$ cat src/sv/fault_injection_sequencer_top_macros.svh
// ----------------------------------------------------------------------------
// Assertion macros for the fault injection sequencer
// Shared property wrappers, clocked on clk and disabled while rst_n is low.
// ----------------------------------------------------------------------------
`ifndef FAULT_INJECTION_SEQUENCER_TOP_MACROS_SVH
`define FAULT_INJECTION_SEQUENCER_TOP_MACROS_SVH

// Same-cycle implication.
`define FIS_ASSERT_IMPL(label, ante, cons) \
  label: assert property (@(posedge clk) disable iff (!rst_n) (ante) |-> (cons)) \
    else $error("fault injection sequencer: same-cycle check failed");

// Next-cycle implication.
`define FIS_ASSERT_NEXT(label, ante, cons) \
  label: assert property (@(posedge clk) disable iff (!rst_n) (ante) |=> (cons)) \
    else $error("fault injection sequencer: next-cycle check failed");

`endif

$ cat src/sv/fis_pkg.sv
// ----------------------------------------------------------------------------
// Fault injection sequencer package
// Word types, codes and sizing constants shared by the cells and the top level.
// ----------------------------------------------------------------------------
`default_nettype none

package fis_pkg;

  localparam int NUM_FAULT_IDS = 32;
  localparam int NUM_BITS      = (NUM_FAULT_IDS < 32) ? NUM_FAULT_IDS : 32;

  localparam logic [1:0] MODE_IDLE    = 2'd0;
  localparam logic [1:0] MODE_TIMED   = 2'd1;
  localparam logic [1:0] MODE_WALK    = 2'd2;
  localparam logic [1:0] MODE_INVALID = 2'd3;

  localparam logic [1:0] OUTCOME_OK     = 2'd0;
  localparam logic [1:0] OUTCOME_BAD_MODE = 2'd1;
  localparam logic [1:0] OUTCOME_BAD_ID = 2'd2;

  typedef struct packed {
    logic        cmd;
    logic        enable;
    logic [1:0]  mode;
    logic [7:0]  fault_id;
    logic [15:0] steps;
  } fis_in_t;

  typedef struct packed {
    logic [31:0] fault_bits;
    logic [1:0]  mode_now;
    logic        active;
    logic [1:0]  outcome;
  } fis_out_t;

  // Broadcast control from the sequencer to every cell.
  typedef struct packed {
    logic        clear;
    logic        tick_timed;
    logic        walk_adv;
    logic [15:0] arm_count;
  } fis_ctrl_t;

endpackage

`default_nettype wire

$ cat src/sv/fis_cell.sv
// ----------------------------------------------------------------------------
// Fault injection cell
// Holds one fault id's countdown and armed flag and one slot of the walk token.
// ----------------------------------------------------------------------------
`default_nettype none

module fis_cell
  import fis_pkg::*;
(
  input  wire logic      clk,
  input  wire logic      rst_n,
  input  wire fis_ctrl_t ctrl,
  input  wire logic      arm_sel,
  input  wire logic      tok_seed,
  input  wire logic      tok_in,
  output logic           armed,
  output logic           token
);

  logic [15:0] count_r, count_nxt;
  logic        armed_r, armed_nxt;
  logic        token_r, token_nxt;

  always_comb begin
    count_nxt = count_r;
    armed_nxt = armed_r;
    token_nxt = token_r;
    if (ctrl.clear) begin
      armed_nxt = 1'b0;
      token_nxt = tok_seed;
    end
    if (ctrl.tick_timed && armed_r) begin
      count_nxt = count_r - 16'd1;
      armed_nxt = (count_r != 16'd1);
    end
    if (ctrl.walk_adv) begin
      token_nxt = tok_in;
    end
    // Arming wins over a clear so that a new timed run can start in one word.
    if (arm_sel) begin
      count_nxt = ctrl.arm_count;
      armed_nxt = 1'b1;
    end
  end

  always_ff @(posedge clk) begin
    count_r <= count_nxt;
    if (!rst_n) begin
      armed_r <= 1'b0;
      token_r <= 1'b0;
    end else begin
      armed_r <= armed_nxt;
      token_r <= token_nxt;
    end
  end

  assign armed = armed_r;
  assign token = token_r;

endmodule

`default_nettype wire

$ cat src/sv/fault_injection_sequencer_top.sv
// ----------------------------------------------------------------------------
// Fault injection sequencer, top level
// Timed and walking fault runs over a row of per-id countdown cells.
// ----------------------------------------------------------------------------
//
//   channel   ports                       handshake
//   -------   -------------------------   ---------------------------------
//   input     start, busy, in_word        taken when start is high, busy low
//   result    out_strobe, out_word        one-cycle strobe, cannot be held
//
// Every input word is taken in the cycle it is offered; busy stays low, so
// a new word may follow in every cycle. Its result word appears on the
// cycle after acceptance, marked by out_strobe for exactly one cycle. The
// whole update needs no iteration because each fault id has its own countdown
// cell and the walk token moves one cell per advance. Reset is synchronous,
// active low, and leaves every cell disarmed and the sequencer idle. There
// is no stall on the result side.
// ----------------------------------------------------------------------------
`default_nettype none

`include "fault_injection_sequencer_top_macros.svh"

module fault_injection_sequencer_top
  import fis_pkg::*;
(
  input  wire logic    clk,
  input  wire logic    rst_n,
  input  wire logic    start,
  output logic         busy,
  input  wire fis_in_t in_word,
  output logic         out_strobe,
  output fis_out_t     out_word
);

  // The sequencer never needs to refuse a word.
  assign busy = 1'b0;

  logic        accept;
  assign accept = start && !busy;

  // Run state.
  logic [1:0]  mode_r, mode_nxt;
  logic        active_r, active_nxt;
  logic [15:0] walk_left_r, walk_left_nxt;
  logic [15:0] walk_reload_r, walk_reload_nxt;

  // Result register.
  logic        strobe_r;
  fis_out_t    out_r, out_nxt;

  // Cell row interface.
  fis_ctrl_t                  ctrl;
  logic                       arm;
  logic                       walk_start;
  logic [NUM_FAULT_IDS-1:0]   arm_sel;
  logic [NUM_FAULT_IDS-1:0]   armed_vec;
  logic [NUM_FAULT_IDS-1:0]   token_vec;

  logic [15:0] eff_steps;
  logic        id_ok;
  logic        any_armed;
  logic        walk_last;
  logic [31:0] bits;

  assign eff_steps = (in_word.steps == 16'd0) ? 16'd1 : in_word.steps;
  assign id_ok     = ({24'd0, in_word.fault_id} < 32'(NUM_FAULT_IDS));
  assign any_armed = |armed_vec;
  assign walk_last = token_vec[NUM_FAULT_IDS-1];

  // The decision logic: one word in, next state of the run and the
  // broadcast commands to the cells out.
  always_comb begin
    mode_nxt        = mode_r;
    active_nxt      = active_r;
    walk_left_nxt   = walk_left_r;
    walk_reload_nxt = walk_reload_r;
    ctrl.clear      = 1'b0;
    ctrl.tick_timed = 1'b0;
    ctrl.walk_adv   = 1'b0;
    ctrl.arm_count  = eff_steps;
    arm             = 1'b0;
    walk_start      = 1'b0;
    bits            = 32'd0;
    out_nxt.outcome = OUTCOME_OK;

    if (accept) begin
      if (in_word.cmd) begin
        if (!in_word.enable) begin
          ctrl.clear      = 1'b1;
          mode_nxt        = MODE_IDLE;
          active_nxt      = 1'b0;
          walk_left_nxt   = 16'd0;
          walk_reload_nxt = 16'd0;
        end else if (in_word.mode == MODE_WALK) begin
          // A walk restarts from id 0: the clear seeds the token there.
          ctrl.clear      = 1'b1;
          walk_start      = 1'b1;
          mode_nxt        = MODE_WALK;
          active_nxt      = 1'b1;
          walk_left_nxt   = eff_steps;
          walk_reload_nxt = eff_steps;
        end else if (in_word.mode == MODE_TIMED) begin
          if (!id_ok) begin
            out_nxt.outcome = OUTCOME_BAD_ID;
          end
          if (active_r && mode_r == MODE_TIMED) begin
            // Adding a fault to a running timed run.
            arm = id_ok;
          end else begin
            // Starting a timed run; a bad id leaves the block stopped.
            ctrl.clear      = 1'b1;
            arm             = id_ok;
            walk_left_nxt   = 16'd0;
            walk_reload_nxt = 16'd0;
            mode_nxt        = id_ok ? MODE_TIMED : MODE_IDLE;
            active_nxt      = id_ok;
          end
        end else begin
          out_nxt.outcome = OUTCOME_BAD_MODE;
        end
      end else if (active_r) begin
        if (mode_r == MODE_TIMED) begin
          bits = 32'(armed_vec[NUM_BITS-1:0]);
          if (any_armed) begin
            ctrl.tick_timed = 1'b1;
          end else begin
            ctrl.clear      = 1'b1;
            mode_nxt        = MODE_IDLE;
            active_nxt      = 1'b0;
            walk_left_nxt   = 16'd0;
            walk_reload_nxt = 16'd0;
          end
        end else if (mode_r == MODE_WALK) begin
          bits          = 32'(token_vec[NUM_BITS-1:0]);
          walk_left_nxt = walk_left_r - 16'd1;
          if (walk_left_r == 16'd1) begin
            // Advancing past the last id empties the token row.
            ctrl.walk_adv = 1'b1;
            if (walk_last) begin
              active_nxt = 1'b0;
              mode_nxt   = MODE_IDLE;
            end else begin
              walk_left_nxt = walk_reload_r;
            end
          end
        end else if (mode_r != MODE_IDLE) begin
          active_nxt = 1'b0;
          mode_nxt   = MODE_IDLE;
        end
      end
    end

    out_nxt.fault_bits = bits;
    out_nxt.mode_now   = mode_nxt;
    out_nxt.active     = active_nxt;
  end

  // The cell row. The walk token travels from each cell to its neighbor.
  for (genvar i = 0; i < NUM_FAULT_IDS; i++) begin : g_cell
    logic tok_in;
    logic tok_seed;
    if (i == 0) begin : g_head
      assign tok_in   = 1'b0;
      assign tok_seed = walk_start;
    end else begin : g_body
      assign tok_in   = token_vec[i-1];
      assign tok_seed = 1'b0;
    end

    assign arm_sel[i] = arm && (in_word.fault_id == 8'(i));

    fis_cell u_cell (
      .clk      (clk),
      .rst_n    (rst_n),
      .ctrl     (ctrl),
      .arm_sel  (arm_sel[i]),
      .tok_seed (tok_seed),
      .tok_in   (tok_in),
      .armed    (armed_vec[i]),
      .token    (token_vec[i])
    );
  end

  always_ff @(posedge clk) begin
    out_r <= out_nxt;
    if (!rst_n) begin
      mode_r        <= MODE_IDLE;
      active_r      <= 1'b0;
      walk_left_r   <= 16'd0;
      walk_reload_r <= 16'd0;
      strobe_r      <= 1'b0;
    end else begin
      mode_r        <= mode_nxt;
      active_r      <= active_nxt;
      walk_left_r   <= walk_left_nxt;
      walk_reload_r <= walk_reload_nxt;
      strobe_r      <= accept;
    end
  end

  assign out_strobe = strobe_r;
  assign out_word   = out_r;

  // Every accepted word gets exactly one result on the next cycle.
  `FIS_ASSERT_NEXT(a_result_follows, accept, out_strobe)
  `FIS_ASSERT_NEXT(a_no_spurious_result, !accept, !out_strobe)
  // A running walk has exactly one id selected.
  `FIS_ASSERT_IMPL(a_walk_token, active_r && mode_r == MODE_WALK, $onehot(token_vec))
  // Once stopped, no cell is left armed or holding the token.
  `FIS_ASSERT_IMPL(a_idle_clean, !active_r, armed_vec == '0 && token_vec == '0)
  // A rejected command never raises fault bits.
  `FIS_ASSERT_IMPL(a_reject_quiet, out_strobe && out_word.outcome != OUTCOME_OK,
                   out_word.fault_bits == 32'd0)

endmodule

`default_nettype wire
$ cat config.mk
export PLATFORM = sky130hd
export DESIGN_NAME = fault_injection_sequencer_top
export DESIGN_NICKNAME = d
export VERILOG_FILES = /design/src/sv/fis_pkg.sv /design/src/sv/fis_cell.sv /design/src/sv/fault_injection_sequencer_top.sv
export VERILOG_INCLUDE_DIRS = /design/src /design/src/sv
export SDC_FILE = /design/constraint.sdc
export NUM_CORES = 2
export LEC_CHECK = 0
export ABC_AREA = 0
export BUFFER_PORTS_ARGS = -buffer_cell sky130_fd_sc_hd__buf_2
export CAP_MARGIN = 20
export CORE_MARGIN = 5
export CORE_UTILIZATION = 26
export DETAILED_ROUTE_END_ITERATION = 10
export GPL_TIMING_DRIVEN = 1
export SETUP_SLACK_MARGIN = 0.1
export SYNTH_ARGS = -nofsm -noshare
export SYNTH_HDL_FRONTEND = slang
export SYNTH_SLANG_ARGS = --single-unit
$ cat constraint.sdc
create_clock -name clk -period 8.65 [get_ports clk]
set_clock_uncertainty 0.1 [all_clocks]
set_input_delay 2.595 -clock clk [delete_from_list [all_inputs] [get_ports clk]]
set_output_delay 2.595 -clock clk [all_outputs]
set_load 0.02 [all_outputs]
Yosys cells after proc, flatten, opt, wreduce, memory -nomap -nowiden

Cells that the tools add are included.

Equal/unequal tests: 72
Magnitude comparators: 1
Add/subtract/negate cells: 33
Bitwise logic cells: 6
Multiplexer cells: 228
Reduce and logical (&&, ||, !) cells: 143

Operators by type and width:

| cell                                                       | count |
|---|---|
| 2-to-1 mux 16 bit                                          | 79 |
| subtractor 16 x 1 -> 16 bit, second input constant         | 33 |
| inequality test 16 x 1 -> 1 bit, second input constant     | 32 |
| 2-to-1 mux 1 bit                                           | 129 |
| == test 8 x 5 -> 1 bit, second input constant              | 16 |
| nonzero test 3 bit                                         | 33 |
| nonzero test 2 bit                                         | 36 |
| logical AND 1 bit                                          | 65 |
| == test 8 x 4 -> 1 bit, second input constant              | 8 |
| 2-to-1 mux 32 bit                                          | 2 |
| == test 8 x 3 -> 1 bit, second input constant              | 4 |
| 2-to-1 mux 2 bit                                           | 16 |
| OR reduction 32 bit                                        | 1 |
| == test 16 x 1 -> 1 bit, second input constant             | 1 |
| == test 8 x 2 -> 1 bit, second input constant              | 2 |
| logical NOT 16 bit                                         | 1 |
| AND reduction 6 bit                                        | 2 |
| == test 8 x 1 -> 1 bit, second input constant              | 1 |
| logical NOT 8 bit                                          | 1 |
| less-than comparator 8 x 6 -> 1 bit, second input constant | 1 |
| 2-to-1 mux 3 bit                                           | 2 |
| inverter 1 bit                                             | 6 |
| OR reduction 5 bit                                         | 1 |
| == test 2 x 1 -> 1 bit, second input constant              | 2 |
| 8 further kinds                                            | 9 |

Flip-flop bits (word level): 649
Output and inout bits: 39
Input bits: 31
Logic and storage cells: 589

Depth between registers and ports, before layout

Word-level depth: 11
Mapped depth: 10
Gate-level depth less buffers: 8

Cells and area by module

Synthesis repeated with hierarchy kept, for this count alone.

Cells, all modules: 3892
Area total of the unflattened synthesis: 38014.0 um2

By module, submodules not included:

| module                            | area an instance (um2) | cells each | times used |
|---|---|---|---|
| fis_cell at g_cell[23].u_cell ... | 1066.0                 | 105        | 17 |
| fis_cell at g_cell[0].u_cell ...  | 1059.8                 | 110        | 15 |
| fault_injection_sequencer_top     | 3995.1                 | 457        | 1 |

Least setup slack after synthesis

Ideal clock, no wire load.

Path type: input port to flip-flop
Start point: in in_word[24] (netlist name)
End point: reg g_cell[23].u_cell.count_r[0] (enable)
Buffers on the path: 1
Data arrival time: 4.643 ns
Cell stages on the path: 8
Library setup time: 0.367 ns
Slack: 3.540 ns
Cell sequence: inv_1 > ha_1 > and3b_1 > nand4_1 > or3b_2 > nor2_1 > clkbuf_1 > a21o_1

Longest elaborated chain between the ends: 8

Ends and longest elaborated chain:

| what                                    | RTL line                             | RTL |
|---|---|---|
| start, declared                         | fault_injection_sequencer_top.sv:30  | `input wire fis_in_t in_word,` |
| == test 2 x 1 -> 1 bit                  | fault_injection_sequencer_top.sv:102 | `end else if (in_word.mode == MODE_TIMED) begin` |
| 2-to-1 mux 1 bit                        | fault_injection_sequencer_top.sv:102 |  |
| 2-to-1 mux 1 bit (*)                    | fault_injection_sequencer_top.sv:94  | `end else if (in_word.mode == MODE_WALK) begin` |
| 2-to-1 mux 1 bit (*)                    | fault_injection_sequencer_top.sv:88  | `if (!in_word.enable) begin` |
| 2-to-1 mux 1 bit (*)                    | fault_injection_sequencer_top.sv:87  | `if (in_word.cmd) begin` |
| 2-to-1 mux 1 bit (*)                    | fault_injection_sequencer_top.sv:86  | `if (accept) begin` |
| logical AND 1 bit (*)                   | fault_injection_sequencer_top.sv:170 | `assign arm_sel[i] = arm && (in_word.fault_id == 8'(i));` |
| nonzero test 2 bit (no source line) (*) | n/a                                  |  |
| end signal, assigned                    | fis_cell.sv:47                       | `count_r <= count_nxt;` |
| end, declared                           | fis_cell.sv:20                       | `logic [15:0] count_r, count_nxt;` |

Mark *: on every way between the ends. The rest lies on a longest branch, timed or not.
A chain may end at the register's enable or synchronous reset.

Worst setup path after layout

Start point: in in_word[24] (netlist name)
End point: reg g_cell[6].u_cell.count_r[5] (enable)

Longest elaborated chain between the ends: 8

Ends and longest elaborated chain:

| what                                    | RTL line |
|---|---|
| == test 2 x 1 -> 1 bit                  | fault_injection_sequencer_top.sv:102 |
| 2-to-1 mux 1 bit                        | fault_injection_sequencer_top.sv:102 |
| 2-to-1 mux 1 bit (*)                    | fault_injection_sequencer_top.sv:94 |
| 2-to-1 mux 1 bit (*)                    | fault_injection_sequencer_top.sv:88 |
| 2-to-1 mux 1 bit (*)                    | fault_injection_sequencer_top.sv:87 |
| 2-to-1 mux 1 bit (*)                    | fault_injection_sequencer_top.sv:86 |
| logical AND 1 bit (*)                   | fault_injection_sequencer_top.sv:170 |
| nonzero test 2 bit (no source line) (*) | n/a |
| end signal, assigned                    | fis_cell.sv:47 |
| end, declared                           | fis_cell.sv:20 |

Marks and branches as above.

==> metrics.md <==
| Metric | Value |
|---|---|
| Cell Area, Synth | `~35000 um2` |
| Worst IR Drop VDD | `about 0.12 mV` |
| Clock tree buffer depth | `3` |
| Register bit total from synthesis | `approximately 650` |
| Clk sinks | `between 600 and 700` |
| Synth area leader | `edfxtp_1` |
| Die width | `around 380 um` |
| Total power draw | `0.00664 W` |
| Root Buffer | `clkbuf_16` |
| Fin. Hold Viols | `0` |
| Final wirelength | `95.4 mm` |
| Synth area leaders | `edfxtp_1 44%, xnor2_1 8.1%, dfxtp_1 7.8%` |
| Vias per cell | `just under 5` |
| Clk slew on worst S/H paths | `0.06 ns` |
| Gr usage total | `between 10 and 15%` |
| Post-DP HPWL | `around 55 mm` |
| Top cell type's share of synthesized area | `about 44%` |
| Drt wl/cell | `approximately 18 um` |
| Reg area | `between 15000 and 20000 um2` |
| Syn nets | `~3700` |
| Slew HR | `roughly 30%` |
| Synth async-reset ratio | `0%` |
| Critical Path RT | `slightly below 9 ns` |
| Vias in the first global route | `24258` |
| Number of remaining DRC errors | `0` |
| Post-CTS sizing | `0` |
| Worst slew pin tran | `around 1.1 ns` |
| Vias | `~26000` |
| CTS Buf Count | `70` |
| RePlAce Congestion | `between 0.7 and 0.8` |
| Htree depth | `3` |
| DRT iter0 DRCs | `~2300` |
| Placed Cells incl. Taps | `about 5300` |
| CP Class | `in2reg` |
| Row count | `134` |
| Worst skew pair latency | `about 0.63 ns` |
| Post-CTS Setup Repair Bufs | `0` |
| Post-CTS Hold Fix Bufs | `0` |
| RSZ-0062 raised after global routing | `no` |
| Synth warnings | `0` |
| DIE AREA | `approximately 140000 um2` |
| Fmax | `166 MHz` |
| Setup_tns | `0 ns` |
| # port buffers | `between 60 and 70` |
| Layout cells sized above 1 | `around 7.4%` |
| First-pass GRT wire length | `around 140 mm` |
| Global route overflow | `0` |
| Starting Density | `between 20% and 30%` |
| Final worst setup slack | `roughly 2.6 ns` |
| Cells after synthesis | `about 3600` |
| Status | `complete, no violations` |
| Setup Viol. Count Final | `0` |
| Ys flop type | `edfxtp_1` |
| CTS tree | `yes` |
| Fin crit period | `6.04 ns` |
| Pleak | `15.1 nW` |
| CP Capture Type | `register` |
| Hold Crit Class | `reg2reg` |
| DIE HEIGHT | `377 um` |
| Num ports | `70` |
| Pin count of the biggest net entering global routing | `46` |
| CP Launch Type | `primary input` |
| Layout Cells excl Fill | `5409` |
| Dpl ws | `2.01 ns` |
| Final Max Slew Viols | `0` |
| Final period util | `around 70%` |
| Initial antenna violation count | `5` |
| Max-cap violations | `0` |
| CP Data Arrival Time | `between 6 and 7 ns` |
| Filler cell count | `around 14000` |
| Sequential area share after synthesis | `about 52%` |
| Area Overhead vs Synth | `13.0%` |
| EDFF count, synth | `512` |
| Core Area | `between 100000 and 150000 um2` |
| Multi-input logic area | `~16000 um2` |
| Syn Area/Cell | `between 9 and 10 um2` |
| Nets | `about 3700` |
| DR pass1 iterations | `5` |
| Pwr per Cell Area | `about 170 nW/um2` |
| Final ANT Viol Nets | `0` |
| Yosys cell types | `66` |
| Crit path max fanout | `33` |
-- through the flow --
| stage | utilization (%) | instance area, um2 | hold WS, ns |
|---|---|---|---|
| after detailed placement | 27.8 | 37100 | 0.360 |
| after global routing | 29.6 | 39600 | 0.389 |
| after global placement | 27.8 | 37100 | 0.354 |
| after CTS | 29.5 | 39400 | 0.370 |
| after floorplan | - | 35000 | 0.335 |
| final | 29.6 | 39600 | 0.366 |
-- Yosys cell counts (7+ instances only) --
library cell  number
nor4_1           126
ha_1              68
a21oi_1          256
a32o_1            32
mux2i_1           39
or4_1             11
and4b_1            7
nand4_1           16
nand4b_1          23
o31ai_1           10
a22o_1            46
o41ai_1            7
or2_2             17
o21ai_0          224
nor2b_1           33
a21o_1            33
nor2_1           452
or3_1             57
clkbuf_1         167
dfxtp_1          137
a21boi_0          25
o211ai_1          12
edfxtp_1         512
xnor2_1          323
xor2_1            75
a31oi_1           36
nor3_1           157
nand3_1           49
nand2_1          451
buf_1             27
o31a_1            24
inv_1             80
buf_2             15
and2_1             8
-- state kept, by name (all words and copies together) (netlist names) --
register	cells
active_r	1
g_cell.u_cell.armed	32
g_cell.u_cell.count_r	512
g_cell.u_cell.token	32
mode_r	2
out_strobe	1
out_word	37
walk_left_r	16
walk_reload_r	16
-- worst paths after layout --
check                                        startpoint                       endpoint  slack [ns]  cells after the start
worst max register to register  g_cell[26].u_cell.armed  g_cell[19].u_cell.count_r[11]        4.12                      8
worst min-delay path                   walk_reload_r[1]               walk_reload_r[1]        0.37                      2
worst min register to register         walk_reload_r[1]               walk_reload_r[1]        0.37                      2
worst max-delay path                        in_word[24]    g_cell[6].u_cell.count_r[5]        2.61                      8
-- cell usage in the layout, fill, tap and decap left out, types with 9 or more instances in the layout --
cell type  count
clkinv_2       9
o31a_1        24
nand4_1       16
o31ai_1       10
a21o_1        33
nand2_1      451
nor2_2        16
clkbuf_16     74
mux2i_1       39
a21oi_1      256
or4_1         11
dfxtp_1      137
o21ai_0      224
ha_1          68
a21boi_0      25
clkbuf_1      25
or3_1         57
a22o_1        46
inv_1         80
edfxtp_1     512
a31oi_1       36
nor3_1       157
nand3_1       49
buf_2         69
nor2b_1       30
nor4_1       126
clkbuf_8      10
o211ai_1      12
xnor2_1      323
xor2_1        75
buf_4         34
a32o_1        32
nor2_1       437
or2_2         17
nand4b_1      23
-- layout make-up --
class,count,area share (%)
Sequential cell,649,45.8
Multi-Input combinational cell,2668,40.1
Tap cell,1768,5.59
Clock buffer,109,5.26
Timing Repair Buffer,112,1.89
Inverter,80,0.759
Clock inverter,21,0.569
Antenna cell,2,0.0126
-- cells by family after synthesis --
logic type / synth area share [%]
AO/OA/AOI/OAI: 12.4
multiplexers: 1.15
buffers and inverters: 3.17
other: 0.0107
adder cells (fa/ha/maj): 2.43
XOR/XNOR: 9.95
AND/OR/NAND/NOR: 19.1
flip-flops: 51.7
-- critical path: stages --
cell and delay, ns:
buf_2 0.09, inv_1 0.04, ha_1 0.21, and3b_1 0.27
nand4_1 0.52, nor3_1 0.77, nand2_1 0.80, nand2_1 0.86
-- layer usage --
metal	GRT usage (%)	vias to the layer above	routed length (um)
met5	0	-	13
met4	3.66	2	2300
met3	3.43	143	8860
met2	18.9	771	39400
met1	18.8	12444	44800
li1	-	12865	-
-- power breakdown --
group	leakage (nW)	internal, W	switching, W
combinational	7.06	0.0000544	0.000181
sequential	6.94	0.00332	0.00000776
clock	1.13	0.00178	0.00128
No activity file was read; power rests on OpenSTA's default activity.
